File: src/cpc_pkg.sv
`timescale 1ns / 1ps
// Package for the complex-to-polar converter: widths, CORDIC constants and
// the arctangent table. No dependencies.
package cpc_pkg;

   localparam int DATA_WIDTH_DEF    = 16;
   localparam int CORDIC_STAGES_DEF = 16;

   // extra fraction bits carried through the rotations
   localparam int GUARD_BITS = 8;
   // headroom for CORDIC growth (about 1.65 * sqrt(2))
   localparam int GROWTH_BITS = 3;

   // gain compensation 0.60725 in units of 2^-32
   localparam logic [31:0] GAIN_K   = 32'h9B74_EDA8;
   // pi in the 32-bit angle unit (2^32 = 2*pi)
   localparam logic [31:0] ANGLE_PI = 32'h8000_0000;

   // atan(2^-i) in the 32-bit angle unit, rounded
   function automatic logic [31:0] atan_angle(input int idx);
      logic [31:0] a;
      case (idx)
         0:  a = 32'd536870912;
         1:  a = 32'd316933406;
         2:  a = 32'd167458907;
         3:  a = 32'd85004756;
         4:  a = 32'd42667331;
         5:  a = 32'd21354465;
         6:  a = 32'd10679838;
         7:  a = 32'd5340245;
         8:  a = 32'd2670163;
         9:  a = 32'd1335087;
         10: a = 32'd667544;
         11: a = 32'd333772;
         12: a = 32'd166886;
         13: a = 32'd83443;
         14: a = 32'd41722;
         15: a = 32'd20861;
         16: a = 32'd10430;
         17: a = 32'd5215;
         18: a = 32'd2608;
         19: a = 32'd1304;
         20: a = 32'd652;
         21: a = 32'd326;
         22: a = 32'd163;
         23: a = 32'd81;
         24: a = 32'd41;
         25: a = 32'd20;
         26: a = 32'd10;
         27: a = 32'd5;
         28: a = 32'd3;
         29: a = 32'd1;
         30: a = 32'd1;
         default: a = 32'd0;
      endcase
      return a;
   endfunction

endpackage

File: src/cpc_pre.sv
`timescale 1ns / 1ps
// Entry stage: scales the sample by the guard bits and folds the left half
// plane onto the right one. Depends on cpc_pkg.
module cpc_pre #(
   parameter int DATA_WIDTH = cpc_pkg::DATA_WIDTH_DEF,
   parameter int XW         = DATA_WIDTH + cpc_pkg::GUARD_BITS + cpc_pkg::GROWTH_BITS
) (
   input  logic                         clock,
   input  logic                         reset,
   input  logic                         in_valid,
   output logic                         in_ready,
   input  logic signed [DATA_WIDTH-1:0] in_re,
   input  logic signed [DATA_WIDTH-1:0] in_im,
   output logic                         out_valid,
   input  logic                         out_ready,
   output logic signed [XW-1:0]         out_x,
   output logic signed [XW-1:0]         out_y,
   output logic [31:0]                  out_z,
   output logic                         out_zero
);
   import cpc_pkg::*;

   logic                 valid_ff;
   logic signed [XW-1:0] x_ff, y_ff, x_in, y_in;
   logic [31:0]          z_ff, z_in;
   logic                 zero_ff, zero_in;
   logic signed [XW-1:0] re_s, im_s;

   assign re_s = XW'(in_re) <<< GUARD_BITS;
   assign im_s = XW'(in_im) <<< GUARD_BITS;

   always_comb begin
      zero_in = (in_re == '0) && (in_im == '0);
      if (in_re[DATA_WIDTH-1]) begin
         x_in = -re_s;
         y_in = -im_s;
         z_in = ANGLE_PI;
      end else begin
         x_in = re_s;
         y_in = im_s;
         z_in = 32'd0;
      end
   end

   assign in_ready = !valid_ff || out_ready;

   always_ff @(posedge clock) begin
      if (reset) begin
         valid_ff <= 1'b0;
      end else if (in_ready) begin
         valid_ff <= in_valid;
      end
   end

   always_ff @(posedge clock) begin
      if (in_ready && in_valid) begin
         x_ff    <= x_in;
         y_ff    <= y_in;
         z_ff    <= z_in;
         zero_ff <= zero_in;
      end
   end

   assign out_valid = valid_ff;
   assign out_x     = x_ff;
   assign out_y     = y_ff;
   assign out_z     = z_ff;
   assign out_zero  = zero_ff;

endmodule

File: config.mk
export PLATFORM = sky130hd
export DESIGN_NAME = cpc_pre
export DESIGN_NICKNAME = d
export VERILOG_FILES = /design/src/cpc_pkg.sv /design/src/cpc_pre.sv
export SDC_FILE = /design/constraint.sdc
export NUM_CORES = 1
export LEC_CHECK = 0
export BUFFER_PORTS_ARGS = -buffer_cell sky130_fd_sc_hd__buf_2
export CAP_MARGIN = 10
export CORE_MARGIN = 8
export CORE_UTILIZATION = 49
export DETAILED_ROUTE_END_ITERATION = 8
export HOLD_SLACK_MARGIN = 0.06
export PLACE_DENSITY_LB_ADDON = 0.05
export SLEW_MARGIN = 20
export SYNTH_ARGS = -nofsm -noshare
export SYNTH_HDL_FRONTEND = slang
export SYNTH_SLANG_ARGS = --single-unit
File: constraint.sdc
create_clock -name clock -period 4.4 [get_ports clock]
set_input_delay 0.22 -clock clock [delete_from_list [all_inputs] [get_ports clock]]
set_output_delay 0.22 -clock clock [all_outputs]
set_load 0.05 [all_outputs]
==> summary.txt <==
Floorplan
  • Starting Density: 0.504
  • Die W: ~85 um
  • Die Span Y: 85.3 um
  • Row count: 25
  • Core Region: 4660 sq um
  • IO Pins: 125
  • Die area: 7270 sq um

Clock network
  • Max Buffers Root-to-Sink: 2
  • H-tree depth: 2
  • CTS tree: done
  • Clock sinks: 41
  • Clock Tree Root: clkbuf_8
  • Post-CTS Setup Inserts: 0
  • Clk slew on worst S/H paths: 0.08 ns
  • Clk_lat worst skew: 0.29 ns
  • CTS Buf Count: 5
  • Hold buffers post-CTS: 0
  • Resize count post-CTS: 0

Timing
  • Worst-Margin Slew: 0.922 ns
  • Post-route minimum period: 1.76 ns
  • Endpoints failing setup: 0
  • Max frequency: approximately 570 MHz
  • Clock Skew: 0.00846 ns
  • Final period util: 0.400
  • Fin. max-slew vios: 0
  • Slew HR: 0.380
  • Sum Neg Setup Slack: 0 ns
  • Setup slack after layout: 2.64 ns
  • Unrepaired setup endpoints after global routing: no
  • Final hold viol count: 0

Layout
  • Antenna diodes: 0
  • Most frequent cells in the layout: buf_2, conb_1, edfxtp_1
  • Core Util, Final: 0.574
  • Layout cells sized above 1: 0.336
  • P&R area growth vs syn: 13.8%
  • Leading cell type in the layout, fill and taps excluded: buf_2
  • Fin nets: 314
  • Post-Layout Cell Count: 331

Pwr
  • Maximum VDD drop: between 200 and 250 uV
  • Pwr Density: about 380 nW/um^2
  • P_leak: about 1.1 nW
  • PnR Total Power: 1.02 mW

Synth
  • Register area share after synthesis: 0.520
  • Warnings from Yosys: 0
  • Post-synth ARST share: 0
  • Mean post-synth cell area: 11.8 sq um
  • EDFF count, synth: 40
  • Post-Syn Area: around 2300 sq um
  • Library cells used by synthesis: 34
  • Most used DFF post-synth: edfxtp_1
  • Post-synthesis register bit count: 41
  • Post-Synthesis Cells: 199

Route
  • DRC: 0
  • Initial DRT Pass Iterations: 5
  • DR vias/cell: ~4.8
  • DR iter-0 viols: 64
  • Post-Route WL: 4980 um
  • Routed len/inst: 15.0 um
  • Routed via count: approximately 1600
  • Routed Antenna Nets: 0

Hold path
  • Hold path depth: 2
  • HP Class: in -> reg
  • Worst min-delay path startpoint: reset
  • Sink of the worst hold path: out_valid

Critical path
  • Critical Path, Cell by Cell: buf_2 -> inv_1 -> ha_1 -> or4b_2 -> or4_4 -> a21bo_2
  • Crit-path slowest cell: or4b_2
  • Critical Path RT: 4.45 ns
  • Crit Reg-Reg Endpoint: out_x[14]
  • CP arrival: 1.81 ns
  • Critical R2R Launch: out_valid
  • FF-to-FF setup slack: roughly 2.8 ns
  • Setup CP Type: in -> reg
  • Worst reg2reg path depth: 2
  • Startpoint Class: primary input
  • CP endpoint kind: flop
  • CP Max Fanout: 4
  • Critical Path Max Stage Delay: 0.59 ns

Global route
  • Vias in the first global route: roughly 1600
  • Grt total ovfl: 0
  • Largest net degree at the start of global routing: approximately 40
  • First-pass GRT wire length: 7940 um
  • Tot GR Track Use: 0.137
  • Initial antenna violation count: 0

Place
  • Pre-CTS WS: 2.33 ns
  • IO Port Bufs: 77
  • DP HPWL: 3850 um
  • Placer congestion estimate: 0.724
  • Placed insts: 323

Run
  • Max-cap violation count: 0

Run status
  • Status: finished, final reports clean
[synthesized netlist by cell type, types with 3 or more instances]
master	count	share of area
a21oi_1	3	0.0064
or2_2	3	0.0080
o41ai_1	9	0.034
or3_1	3	0.0080
nor4_1	3	0.0080
nand2b_1	3	0.0080
buf_4	47	0.15
clkbuf_1	8	0.013
o31ai_1	6	0.019
nand2_1	5	0.0080
inv_1	5	0.0080
o21ai_0	6	0.013
xnor2_1	21	0.078
xor2_1	6	0.022
nor2_1	5	0.0080
edfxtp_1	40	0.51
or4_1	5	0.016
[critical path: cells and delay by family]
family                   cells  cell delay [ns]
AO/OA/AOI/OAI                1             0.22
buffers and inverters        2             0.17
AND/OR/NAND/NOR              2             1.05
adder cells (fa/ha/maj)      1             0.15
[cells by family (layout without fill, tap and decap cells)]
| logic type | Yosys count | count (layout) | synth area share |
|---|---|---|---|
| adder cells (fa/ha/maj) | 2 | 2 | 0.0106 |
| AO/OA/AOI/OAI | 30 | 30 | 0.0932 |
| XOR/XNOR | 27 | 27 | 0.101 |
| AND/OR/NAND/NOR | 36 | 36 | 0.0969 |
| other | 1 | 50 | 0.00160 |
| flip-flops | 41 | 41 | 0.520 |
| buffers and inverters | 62 | 91 | 0.177 |
[report_power, final]
part	total [mW]	leakage, nW	switching (mW)	internal [mW]
clock network	0.232	0.0430	0.125	0.107
registers	0.473	0.396	0.00642	0.467
logic	0.311	0.688	0.254	0.0576
total	1.02	1.13	0.385	0.631
[sequential cells by signal, indices dropped and copies added (netlist names)]
name and cells:
out_y 19, out_x 19, out_zero 1, out_valid 1
out_z 1
[per-layer routing]
metal  vias up  routed length, um  global-route usage
met4         0                 65              0.0717
li1        777                  -                   -
met3         4                409              0.0347
met2        91               2180               0.205
met1       722               2320               0.177
met5         -                  0                   0
[stage by stage]
| step | cell area, sq um | hold WS (ns) |
|---|---|---|
| after CTS | 2680 | 0.0624 |
| after floorplan | 2530 | 0.289 |
| after global routing | 2680 | 0.0683 |
| after global placement | 2590 | 0.378 |
| final | 2680 | 0.0685 |
| after detailed placement | 2590 | 0.378 |
[area by class of cell]
type                            count  area, sq um
Sequential cell                    41         1220
Timing Repair Buffer               77          385
Multi-Input combinational cell    145          897
Clock buffer                        5         68.8
Clock inverter                      3         12.5
Tap cell                           54         67.6
Fill cell                         415         1990
Inverter                            6         22.5
[how the worst max path moves through the flow]
stage / start / to / slack [ns] / depth (start not counted)
floorplan: out_valid / out_x[10] / 1.98 / 2
global placement: in_im[1] / out_y[26] / 2.35 / 6
detailed placement: in_im[1] / out_y[26] / 2.33 / 6
CTS: in_im[1] / out_y[26] / 2.63 / 6
global route: in_im[1] / out_y[26] / 2.57 / 6
finish: in_im[0] / out_y[26] / 2.64 / 6
(Power assumes the default switching activity.)
