### config.mk
export PLATFORM = sky130hd
export DESIGN_NAME = cpc_gain
export DESIGN_NICKNAME = d
export VERILOG_FILES = /design/src/cpc_pkg.sv /design/src/cpc_gain.sv
export SDC_FILE = /design/constraint.sdc
export NUM_CORES = 1
export LEC_CHECK = 0
export ABC_CLOCK_PERIOD_IN_PS = 16400
export BUFFER_PORTS_ARGS = -buffer_cell sky130_fd_sc_hd__buf_2
export CORE_ASPECT_RATIO = 1.75
export CORE_UTILIZATION = 55
export CTS_CLUSTER_SIZE = 20
export DETAILED_ROUTE_END_ITERATION = 8
export GPL_TIMING_DRIVEN = 1
export PLACE_DENSITY_LB_ADDON = 0.1
export SKIP_CTS_REPAIR_TIMING = 1
export SLEW_MARGIN = 15
export SYNTH_ARGS = -nofsm -noshare
export SYNTH_HDL_FRONTEND = slang
export SYNTH_SLANG_ARGS = --single-unit
### constraint.sdc
create_clock -name clock -period 16.4 [get_ports clock]
set_input_delay 0.82 -clock clock [delete_from_list [all_inputs] [get_ports clock]]
set_output_delay 0.82 -clock clock [all_outputs]
set_load 0.02 [all_outputs]
### src/cpc_pkg.sv
`timescale 1ns / 1ps
// Package for the complex-to-polar converter: widths, CORDIC constants and
// the arctangent table. No dependencies.
package cpc_pkg;

   localparam int DATA_WIDTH_DEF    = 16;
   localparam int CORDIC_STAGES_DEF = 16;

   // extra fraction bits carried through the rotations
   localparam int GUARD_BITS = 8;
   // headroom for CORDIC growth (about 1.65 * sqrt(2))
   localparam int GROWTH_BITS = 3;

   // gain compensation 0.60725 in units of 2^-32
   localparam logic [31:0] GAIN_K   = 32'h9B74_EDA8;
   // pi in the 32-bit angle unit (2^32 = 2*pi)
   localparam logic [31:0] ANGLE_PI = 32'h8000_0000;

   // atan(2^-i) in the 32-bit angle unit, rounded
   function automatic logic [31:0] atan_angle(input int idx);
      logic [31:0] a;
      case (idx)
         0:  a = 32'd536870912;
         1:  a = 32'd316933406;
         2:  a = 32'd167458907;
         3:  a = 32'd85004756;
         4:  a = 32'd42667331;
         5:  a = 32'd21354465;
         6:  a = 32'd10679838;
         7:  a = 32'd5340245;
         8:  a = 32'd2670163;
         9:  a = 32'd1335087;
         10: a = 32'd667544;
         11: a = 32'd333772;
         12: a = 32'd166886;
         13: a = 32'd83443;
         14: a = 32'd41722;
         15: a = 32'd20861;
         16: a = 32'd10430;
         17: a = 32'd5215;
         18: a = 32'd2608;
         19: a = 32'd1304;
         20: a = 32'd652;
         21: a = 32'd326;
         22: a = 32'd163;
         23: a = 32'd81;
         24: a = 32'd41;
         25: a = 32'd20;
         26: a = 32'd10;
         27: a = 32'd5;
         28: a = 32'd3;
         29: a = 32'd1;
         30: a = 32'd1;
         default: a = 32'd0;
      endcase
      return a;
   endfunction

endpackage

### src/cpc_gain.sv
`timescale 1ns / 1ps
// Gain compensation and output stage: 64x32 product split in two 32x32
// partial products, then add, round, saturate; phase rounding. Depends on cpc_pkg.
module cpc_gain #(
   parameter int DATA_WIDTH = cpc_pkg::DATA_WIDTH_DEF,
   parameter int XW         = DATA_WIDTH + cpc_pkg::GUARD_BITS + cpc_pkg::GROWTH_BITS
) (
   input  logic                   clock,
   input  logic                   reset,
   input  logic                   in_valid,
   output logic                   in_ready,
   input  logic signed [XW-1:0]   in_x,
   input  logic [31:0]            in_z,
   input  logic                   in_zero,
   output logic                   out_valid,
   input  logic                   out_ready,
   output logic [DATA_WIDTH-1:0]  out_amp,
   output logic [DATA_WIDTH-1:0]  out_phase
);
   import cpc_pkg::*;

   localparam int          ZSHIFT = 32 - DATA_WIDTH;
   localparam logic [31:0] ZRND   = (ZSHIFT > 0) ? (32'd1 << (ZSHIFT - 1)) : 32'd0;
   localparam logic [63:0] ARND   = 64'd1 << (GUARD_BITS - 1);

   // product stage
   logic        pv_ff;
   logic [63:0] plo_ff, phi_ff;
   logic [31:0] pz_ff;
   logic        pzero_ff;
   logic [63:0] ux;
   logic        p_ready;

   // output stage
   logic                  ov_ff;
   logic [DATA_WIDTH-1:0] amp_ff, amp_in, ph_ff, ph_in;
   logic [63:0]           t_sum, a_full;
   logic [31:0]           z_sum;
   logic                  o_ready;

   // negative x cannot occur after the fold, clamp anyway
   assign ux = in_x[XW-1] ? 64'd0 : 64'(unsigned'(in_x));

   assign o_ready  = !ov_ff || out_ready;
   assign p_ready  = !pv_ff || o_ready;
   assign in_ready = p_ready;

   always_ff @(posedge clock) begin
      if (reset) begin
         pv_ff <= 1'b0;
         ov_ff <= 1'b0;
      end else begin
         if (p_ready) begin
            pv_ff <= in_valid;
         end
         if (o_ready) begin
            ov_ff <= pv_ff;
         end
      end
   end

   always_ff @(posedge clock) begin
      if (p_ready && in_valid) begin
         plo_ff   <= 64'(ux[31:0]) * 64'(GAIN_K);
         phi_ff   <= 64'(ux[63:32]) * 64'(GAIN_K);
         pz_ff    <= in_z;
         pzero_ff <= in_zero;
      end
   end

   always_comb begin
      t_sum  = phi_ff + {32'd0, plo_ff[63:32]};
      a_full = (t_sum + ARND) >> GUARD_BITS;
      z_sum  = pz_ff + ZRND;
      if (pzero_ff) begin
         amp_in = '0;
         ph_in  = '0;
      end else begin
         if (|a_full[63:DATA_WIDTH]) begin
            amp_in = '1;
         end else begin
            amp_in = a_full[DATA_WIDTH-1:0];
         end
         ph_in = z_sum[31 -: DATA_WIDTH];
      end
   end

   always_ff @(posedge clock) begin
      if (o_ready && pv_ff) begin
         amp_ff <= amp_in;
         ph_ff  <= ph_in;
      end
   end

   assign out_valid = ov_ff;
   assign out_amp   = amp_ff;
   assign out_phase = ph_ff;

endmodule

==> impl_metrics.toml <==
[global_routing]
grt_max_degree = 39
grt_pass1_vias = 12120
grt_antenna_before_repair = 0
grt_usage = 0.3168
grt.overflow.total = 0
grt_pass1_wl_um = 67990

[yosys]
avgSynthCellArea_sq_um = 10.38
yosys_most_used_dff = "edfxtp_1"
yosysTopAreaCell = "fa_1"
ys_seq_elements = 71
yosys_warnings = 0
synth_edf_count = 69
netlist_area_sq_mm = 0.01605
seq_area_frac_synth = 0.1316
async_flop_share = 0
synth.distinct_cells = 67
syn-instance-count = 1546
ys_top_cells_by_count = "inv_1, fa_1, ha_1"
synth_top_area_share = 0.3892
synth_area_leaders = "fa_1, ha_1, edfxtp_1"
synth_fp_nets = 2173
synth.most_common_cell = "inv_1"

[place]
dpl.hpwl_um = 40760
place.gp.congestion = 1.044
io_buffers = 82
placedCellCount = 1994

[floorplan]
row_count = 82
initial_core_util = 0.5606
die_h_um = 228.0
die-area_sq_mm = 0.02989
die_x_um = 131.1
num_io_pins = 98
core-area_sq_mm = 0.02863

[clocking]
cts_tree = "built"
cts_buffers = 9
clkLatencyLatePin_ns = 0.34
htree_levels = 3
cts_sinks = 71
clock_path_buffers = 2
clkTransAtPathRegs_ns = 0.06
root_buffer = "clkbuf_16"

[sta]
hold_viol = 0
rsz0062_at_grt = "false"
max_slew_margin = 0.3207
post-route-min-period_ns = 8.348
fin_crit_sh = 0.5090
finalSetupViolCount = 0
worst_pin_slew_ns = 1.017
slew_viol_final = 0
finalSetupTns_ns = 0
finClkSkew_ns = 0.005593
fmax_mhz = 119.8

[critical_path]
regToRegSetupSlack_ns = 13.49
r2r-start = "plo_ff[40]"
crit_arrival_ns = 8.43
critPathKind = "input pin to flip-flop"
reg2regPathDepth = 10
cp.required_ns = 16.49
cp_max_fo = 38
regToRegEndpoint = "out_amp[6]"
crit_start = "in_x[26]"
crit_path_end_kind = "flip-flop"
startpoint_type = "input pin"
endpoint = "plo_ff[56]"

[cells_and_area]
multi_input_area_sq_mm = 0.01207
final_net_count = 2254
n_fill_cell = 2469
diodes = 0
syn_to_final_growth_pct = 7.010
instances_no_fill = 2010
register_area_sq_mm = 0.002112
drive_gt1_frac = 0.08088

[route]
viasPerCell = 5.316
ant_nets = 0
drt-pass1-iter-count = 5
via_count = 10690
drc = 0
routed_wl_um = 44240
avgRoutedWirePerCell_um = 22.01
initialDrtViolationCount = 423

[status]
outcome = "finished clean"

[run]
drv_cap = 0

[min_path]
min_path_type = "flip-flop to flip-flop"
-- layout make-up --
class,count,area share
multi-input cells,980,0.7030
flip-flops and latches,71,0.1230
inverters,480,0.1049
well taps,378,0.02754
repair buffers,85,0.02521
clock buffers,9,0.01312
clock inverters,7,0.003206
-- layer usage --
layer | track usage | vias to the layer above | share of wire
met5 | 0 | - | 0
met4 | 0.3081 | 0 | 0.11
met3 | 0.02400 | 157 | 0.023
met2 | 0.6252 | 269 | 0.58
met1 | 0.2692 | 5321 | 0.28
li1 | - | 4939 | -
-- metrics by stage --
step / worst slack (ns) / utilization / hold slack [ns] / area (sq um)
2_1_floorplan: 9.023 / - / 0.4778 / 16050
3_3_place_gp: 7.742 / 0.5901 / 0.4891 / 16890
3_5_place_dp: 7.764 / 0.5901 / 0.5151 / 16890
4_1_cts: 8.080 / 0.5999 / 0.5258 / 17170
5_1_grt: 7.702 / 0.5999 / 0.5577 / 17170
6_report: 8.052 / 0.5999 / 0.5189 / 17170
-- sequential cells by signal, summed over array words and instances, names as in the netlist --
| signal | flops |
|---|---|
| plo_ff | 19 |
| pz_ff | 17 |
| out_amp | 16 |
| out_phase | 16 |
| out_valid | 1 |
| pv_ff | 1 |
| pzero_ff | 1 |
-- worst min-delay path by stage --
stage               start        end  slack [ns]  cells after the start
finish              pv_ff  out_valid        0.52                      2
detailed placement  pv_ff  out_valid        0.52                      2
global route        pv_ff      pv_ff        0.56                      2
CTS                 pv_ff  out_valid        0.53                      2
floorplan           pv_ff  out_valid        0.48                      2
global placement    pv_ff  out_valid        0.49                      2
-- placed cells by master (no fill, tap or decap), drive strengths merged, types with 4 or more instances in the layout --
cell type / instances
o21ai: 25
nand2: 24
and3: 12
nor3: 5
xor2: 26
o21bai: 5
and2: 4
a31oi: 9
clkbuf: 9
a21o: 26
a31o: 4
o21a: 4
or2: 5
inv: 482
fa: 312
xnor2: 36
nand3: 21
nand2b: 25
buf: 85
nor2: 50
edfxtp: 69
ha: 251
a211oi: 6
nand4: 11
a21oi: 60
o211ai: 4
nor2b: 24
-- cells by family after synthesis --
logic type               after synthesis  synth area share
buffers and inverters                495            0.1163
AND/OR/NAND/NOR                      194           0.06651
XOR/XNOR                              62           0.03384
adder cells (fa/ha/maj)              563            0.5850
flip-flops                            71            0.1316
AO/OA/AOI/OAI                        161           0.06675
-- worst max-delay path: stages --
cell	delay [ns]
buf_2	0.49
nand2b_1	0.34
inv_1	0.22
ha_1	0.51
inv_1	0.17
fa_1	0.62
inv_1	0.09
fa_1	0.52
fa_1	0.46
fa_1	0.64
fa_1	0.65
inv_1	0.09
fa_1	0.56
inv_1	0.05
ha_1	0.34
a21o_1	0.19
a31o_2	0.25
o21ai_1	0.20
a31oi_2	0.18
a211oi_2	0.55
o31ai_2	0.17
a21oi_1	0.21
xnor2_1	0.09
Power is not shown: default switching activity piles up to over one toggle a cycle in this logic, so the estimate is an artifact.
