`src/cpc_pkg.sv`:
```
`timescale 1ns / 1ps
// Package for the complex-to-polar converter: widths, CORDIC constants and
// the arctangent table. No dependencies.
package cpc_pkg;

   localparam int DATA_WIDTH_DEF    = 16;
   localparam int CORDIC_STAGES_DEF = 16;

   // extra fraction bits carried through the rotations
   localparam int GUARD_BITS = 8;
   // headroom for CORDIC growth (about 1.65 * sqrt(2))
   localparam int GROWTH_BITS = 3;

   // gain compensation 0.60725 in units of 2^-32
   localparam logic [31:0] GAIN_K   = 32'h9B74_EDA8;
   // pi in the 32-bit angle unit (2^32 = 2*pi)
   localparam logic [31:0] ANGLE_PI = 32'h8000_0000;

   // atan(2^-i) in the 32-bit angle unit, rounded
   function automatic logic [31:0] atan_angle(input int idx);
      logic [31:0] a;
      case (idx)
         0:  a = 32'd536870912;
         1:  a = 32'd316933406;
         2:  a = 32'd167458907;
         3:  a = 32'd85004756;
         4:  a = 32'd42667331;
         5:  a = 32'd21354465;
         6:  a = 32'd10679838;
         7:  a = 32'd5340245;
         8:  a = 32'd2670163;
         9:  a = 32'd1335087;
         10: a = 32'd667544;
         11: a = 32'd333772;
         12: a = 32'd166886;
         13: a = 32'd83443;
         14: a = 32'd41722;
         15: a = 32'd20861;
         16: a = 32'd10430;
         17: a = 32'd5215;
         18: a = 32'd2608;
         19: a = 32'd1304;
         20: a = 32'd652;
         21: a = 32'd326;
         22: a = 32'd163;
         23: a = 32'd81;
         24: a = 32'd41;
         25: a = 32'd20;
         26: a = 32'd10;
         27: a = 32'd5;
         28: a = 32'd3;
         29: a = 32'd1;
         30: a = 32'd1;
         default: a = 32'd0;
      endcase
      return a;
   endfunction

endpackage

```
`src/cpc_cell.sv`:
```
`timescale 1ns / 1ps
// One CORDIC vectoring cell: a single micro-rotation by atan(2^-STAGE)
// toward the real axis, registered. Depends on cpc_pkg.
module cpc_cell #(
   parameter int STAGE = 0,
   parameter int XW    = cpc_pkg::DATA_WIDTH_DEF + cpc_pkg::GUARD_BITS + cpc_pkg::GROWTH_BITS
) (
   input  logic                 clock,
   input  logic                 reset,
   input  logic                 in_valid,
   output logic                 in_ready,
   input  logic signed [XW-1:0] in_x,
   input  logic signed [XW-1:0] in_y,
   input  logic [31:0]          in_z,
   input  logic                 in_zero,
   output logic                 out_valid,
   input  logic                 out_ready,
   output logic signed [XW-1:0] out_x,
   output logic signed [XW-1:0] out_y,
   output logic [31:0]          out_z,
   output logic                 out_zero
);
   import cpc_pkg::*;

   localparam logic [31:0] ATAN = atan_angle(STAGE);

   logic                 valid_ff;
   logic signed [XW-1:0] x_ff, y_ff, x_in, y_in, xs, ys;
   logic [31:0]          z_ff, z_in;
   logic                 zero_ff;

   // arithmetic shifts: floor rounding
   assign xs = in_x >>> STAGE;
   assign ys = in_y >>> STAGE;

   always_comb begin
      if (!in_y[XW-1]) begin
         x_in = in_x + ys;
         y_in = in_y - xs;
         z_in = in_z + ATAN;
      end else begin
         x_in = in_x - ys;
         y_in = in_y + xs;
         z_in = in_z - ATAN;
      end
   end

   assign in_ready = !valid_ff || out_ready;

   always_ff @(posedge clock) begin
      if (reset) begin
         valid_ff <= 1'b0;
      end else if (in_ready) begin
         valid_ff <= in_valid;
      end
   end

   always_ff @(posedge clock) begin
      if (in_ready && in_valid) begin
         x_ff    <= x_in;
         y_ff    <= y_in;
         z_ff    <= z_in;
         zero_ff <= in_zero;
      end
   end

   assign out_valid = valid_ff;
   assign out_x     = x_ff;
   assign out_y     = y_ff;
   assign out_z     = z_ff;
   assign out_zero  = zero_ff;

endmodule

```
`config.mk`:
```
export PLATFORM = sky130hd
export DESIGN_NAME = cpc_cell
export DESIGN_NICKNAME = d
export VERILOG_FILES = /design/src/cpc_pkg.sv /design/src/cpc_cell.sv
export SDC_FILE = /design/constraint.sdc
export NUM_CORES = 1
export LEC_CHECK = 0
export ABC_AREA = 1
export CAP_MARGIN = 20
export CORE_UTILIZATION = 36
export CTS_BUF_LIST = sky130_fd_sc_hd__clkbuf_8
export DETAILED_ROUTE_END_ITERATION = 10
export DONT_BUFFER_PORTS = 1
export GPL_TIMING_DRIVEN = 1
export SLEW_MARGIN = 20
export SYNTH_ARGS = -nofsm -noshare
export SYNTH_HDL_FRONTEND = slang
export SYNTH_SLANG_ARGS = --single-unit
```
`constraint.sdc`:
```
create_clock -name clock -period 7.48 [get_ports clock]
set_clock_uncertainty 0.05 [all_clocks]
set_input_delay 0.748 -clock clock [delete_from_list [all_inputs] [get_ports clock]]
set_output_delay 0.748 -clock clock [all_outputs]
set_load 0.05 [all_outputs]
```
==> metrics.log <==
INFO  metric grt_use_met1 = 31.2%
INFO  metric grt_util_met3 = 3.56%
INFO  metric worst-r2r-cell-count = 2
INFO  metric outcome = complete, no violations
INFO  metric post_cts_resized = 0
INFO  metric synth_enable_flop_cells = 86
INFO  metric holdWs = 0.368 ns
INFO  metric die_width = 156 µm
INFO  metric synth-warning-count = 0
INFO  metric start_util = 36.5%
INFO  metric synth-main-ff-cell = sky130_fd_sc_hd__edfxtp_1
INFO  metric grt_pass1_vias = 7367
INFO  metric syn-cell-area = 0.00855 mm²
INFO  metric mappedNetlistNets = 1409
INFO  metric min_to = out_valid$_SDFFE_PP0N_
INFO  metric routed_wirelength = 26800 µm
INFO  metric clock_latency = 0.38 ns
INFO  metric detailed_place.area = 0.00872 mm²
INFO  metric grt_busiest_layer = met2
INFO  metric hold_path_depth = 1
INFO  metric floorplan.rows = 56
INFO  metric synthDominantCellAreaShare = 30.2%
INFO  metric dr.pass1.iters = 6
INFO  metric global_route_wire_length_before_repair = 40900 µm
INFO  metric crit_path_max_fanout = 11
INFO  metric cts.sink_count = 87
INFO  metric cts.hold.buffers_added = 0
INFO  metric power.density_cell_area = 179 mW/mm²
INFO  metric chipHeight = 156 µm
INFO  metric ant_diodes = 0
INFO  metric worst_path_dominant_cell_family = simple AND/OR/NAND/NOR gates
INFO  metric total_leakage_power = 4.38 nW
INFO  metric r2r-start = out_valid$_SDFFE_PP0N_
INFO  metric largest_net_degree_at_the_start_of_global_routing = 73
INFO  metric syn2layout_area_growth = 3.99%
INFO  metric post_synth_inst_count = 1236
INFO  metric ctsRootBufferMaster = sky130_fd_sc_hd__clkbuf_8
INFO  metric detail_route.vias_per_cell = 5.10
INFO  metric post_synth_num_cell_types = 46
INFO  metric setup.worst_path.end_class = flop
INFO  metric mean_syn_cell_area = 6.92 µm²
INFO  metric worstHoldPathType = in2reg
INFO  metric numCtsBuffers = 9
INFO  metric clk_path_buf_depth = 2
INFO  metric critical_path.startpoint_type = primary input
INFO  metric min_cycle_time_layout = 2.63 ns
INFO  metric io_buffers = 0
INFO  metric relSlewSlack = 37.6%
INFO  metric finish.cell_count_without_fillers = 1537
INFO  metric register_to_register_setup_slack = 5.09 ns
INFO  metric finish.instance_area = 0.00889 mm²
INFO  metric setup.worst_path.class = in2reg
INFO  metric cts.reportedPaths.clkPinSlew = 0.09 ns
INFO  metric gp_congestion = 0.917
INFO  metric antenna_found_initial = 1
INFO  metric remaining_drc_errors = 0
INFO  metric timing.setup.tns = 0 ns
INFO  metric crit_path_cell_trace = inv_1, ha_1, nand2_1, nor2_1, nand2_1, inv_1, nand4_1, nand3_1, nand2_1, nand3_1, nand2_1
INFO  metric worst_ep_required_time = 7.56 ns
INFO  metric peak_vdd_ir = 74.0 µV
INFO  metric filler_cell_count = 2564
INFO  metric grt_overflow_total = 0
INFO  metric vias = 7845
INFO  metric timing.fmax = 380 MHz
INFO  metric crit_path_max_incr_delay = 0.61 ns
INFO  metric design.core.area = 0.0234 mm²
INFO  metric number_of_max_slew_violations_in_the_final_report = 0
INFO  metric synth_area_leaders = sky130_fd_sc_hd__edfxtp_1, sky130_fd_sc_hd__nand2_1, sky130_fd_sc_hd__ha_1, sky130_fd_sc_hd__inv_1, sky130_fd_sc_hd__nand3_1
INFO  metric yosys_register_bits = 87
INFO  metric met2_use_gr = 35.3%
INFO  metric dp_hpwl = 22100 µm
INFO  metric dp_cells = 1522
INFO  metric wl_per_cell = 17.4 µm
INFO  metric cp_common_cell = sky130_fd_sc_hd__nand2_1
INFO  metric initial_drt_markers = 666
INFO  metric synth_top_area_cell = sky130_fd_sc_hd__edfxtp_1
INFO  metric async_reset_ff_share = 0%
INFO  metric fin_crit_sh = 35.2%
INFO  metric ant_nets = 0
INFO  metric die_area = 0.0244 mm²
INFO  metric postCtsSetupBuffers = 0
INFO  metric fin_nets = 1387
INFO  metric seq_area_frac_synth = 30.4%
INFO  metric holdCritStartpoint = reset
INFO  metric worst_slew_pin_slew = 0.937 ns
INFO  metric gr-usage-all-layers = 22.1%
INFO  metric critPathArrivalTime = 2.72 ns
INFO  metric critPathSlowestCell = sky130_fd_sc_hd__ha_1
INFO  metric setup_slack = 4.85 ns
INFO  metric cts_tree = yes
INFO  metric htreeDepth = 3
INFO  metric timing_hold_violations_final = 0
INFO  metric cap_violations = 0
INFO  metric final_layout_size_suffix_gt1_share = 4.84%
INFO  metric regToRegEndpoint = out_y[7]$_DFFE_PP_
INFO  metric timing.critical_path.buf_inv = 2
INFO  metric pin_count = 180
INFO  metric preCtsSetupSlack = 4.49 ns
INFO  metric setup_violations = 0
INFO  metric rsz0062_at_grt = no
## stage by stage
step	total power, W	utilization (%)
after floorplan	0.00116	-
after detailed placement	0.00128	37.3
after global placement	0.00127	37.3
final	0.00159	38.0
after global routing	0.00168	38.0
after CTS	0.00160	38.0
## report_power, final
part | total (W) | internal, W | switching (W)
Combinational | 0.000494 | 0.000150 | 0.000345
Clock | 0.000315 | 0.000122 | 0.000193
Sequential | 0.000779 | 0.000603 | 0.000176
## state kept, by name (all words and copies together) (netlist names)
signal	cells
out_z	32
out_zero	1
out_x	26
out_valid	1
out_y	27
## placed cells by master, fill, tap and decap left out, drive strengths merged, types with 2 or more instances in the layout
master,n
a31oi,5
fa,4
o21bai,14
edfxtp,86
nand2,378
a21oi,86
a21boi,3
nor3,7
or2,2
clkbuf,9
and2,3
nand3b,2
clkinv,5
nand4,27
inv,203
nand3,112
o22ai,4
xnor2,3
nor2,96
o21ai,62
buf,2
ha,78
xor2,19
## worst max-delay path by stage
| stage | start | end | slack, ns | depth (start not counted) |
|---|---|---|---|---|
| 5_1_grt | in_x[16] | out_y[20]$_DFFE_PP_ | 4.66 | 11 |
| 2_1_floorplan | in_valid | out_x[10]$_DFFE_PP_ | 1.92 | 2 |
| 6_report | in_x[16] | out_y[20]$_DFFE_PP_ | 4.85 | 11 |
| 4_1_cts | in_x[16] | out_y[20]$_DFFE_PP_ | 4.89 | 11 |
| 3_3_place_gp | in_x[16] | out_y[20]$_DFFE_PP_ | 4.44 | 11 |
| 3_5_place_dp | in_x[16] | out_y[20]$_DFFE_PP_ | 4.49 | 11 |
## kinds of logic (layout without fill, tap and decap cells)
family                     after synthesis  in the layout  synth area share [%]
AOI/OAI and AO/OA                      177            177                  11.4
and+or+nand+nor                        631            631                  31.7
buffers and inverters                  237            219                  11.9
adders and majority gates               82             82                  12.3
DFF                                     87             87                  30.4
xor gates and xnor gates                22             22                  2.25
## synth_stat cells (2+ instances only)
master	n
sky130_fd_sc_hd__a21boi_0	3
sky130_fd_sc_hd__a21oi_1	80
sky130_fd_sc_hd__a21oi_2	6
sky130_fd_sc_hd__a31oi_1	5
sky130_fd_sc_hd__and2_1	3
sky130_fd_sc_hd__buf_2	5
sky130_fd_sc_hd__buf_4	11
sky130_fd_sc_hd__buf_6	10
sky130_fd_sc_hd__clkbuf_1	8
sky130_fd_sc_hd__edfxtp_1	86
sky130_fd_sc_hd__fa_1	4
sky130_fd_sc_hd__ha_1	78
sky130_fd_sc_hd__inv_1	191
sky130_fd_sc_hd__inv_2	9
sky130_fd_sc_hd__nand2_1	370
sky130_fd_sc_hd__nand2_2	7
sky130_fd_sc_hd__nand3_1	111
sky130_fd_sc_hd__nand3b_1	2
sky130_fd_sc_hd__nand4_1	27
sky130_fd_sc_hd__nor2_1	83
sky130_fd_sc_hd__nor2_2	11
sky130_fd_sc_hd__nor2_4	2
sky130_fd_sc_hd__nor3_1	3
sky130_fd_sc_hd__nor3_2	3
sky130_fd_sc_hd__o21ai_0	53
sky130_fd_sc_hd__o21ai_1	9
sky130_fd_sc_hd__o21bai_1	14
sky130_fd_sc_hd__o22ai_1	4
sky130_fd_sc_hd__xnor2_1	3
sky130_fd_sc_hd__xor2_1	19
## metal layers
| metal | vias to the layer above | wire length (µm) | part of all wire, % |
|---|---|---|---|
| met5 | - | 0 | 0 |
| met4 | 0 | 271 | 1.0 |
| met3 | 21 | 1870 | 7.0 |
| met2 | 273 | 12000 | 45 |
| met1 | 3613 | 12700 | 47 |
| li1 | 3938 | - | - |
## layout make-up
| class | instances | area, µm² | area share [%] |
|---|---|---|---|
| well taps | 319 | 399 | 4.49 |
| repair buffers | 2 | 15.0 | 0.169 |
| clock inverters | 6 | 46.3 | 0.521 |
| flip-flops and latches | 87 | 2600 | 29.3 |
| clock buffers | 9 | 124 | 1.39 |
| multi-input cells | 912 | 4950 | 55.6 |
| inverters | 202 | 761 | 8.55 |
Power figures use the tool's default switching activity.
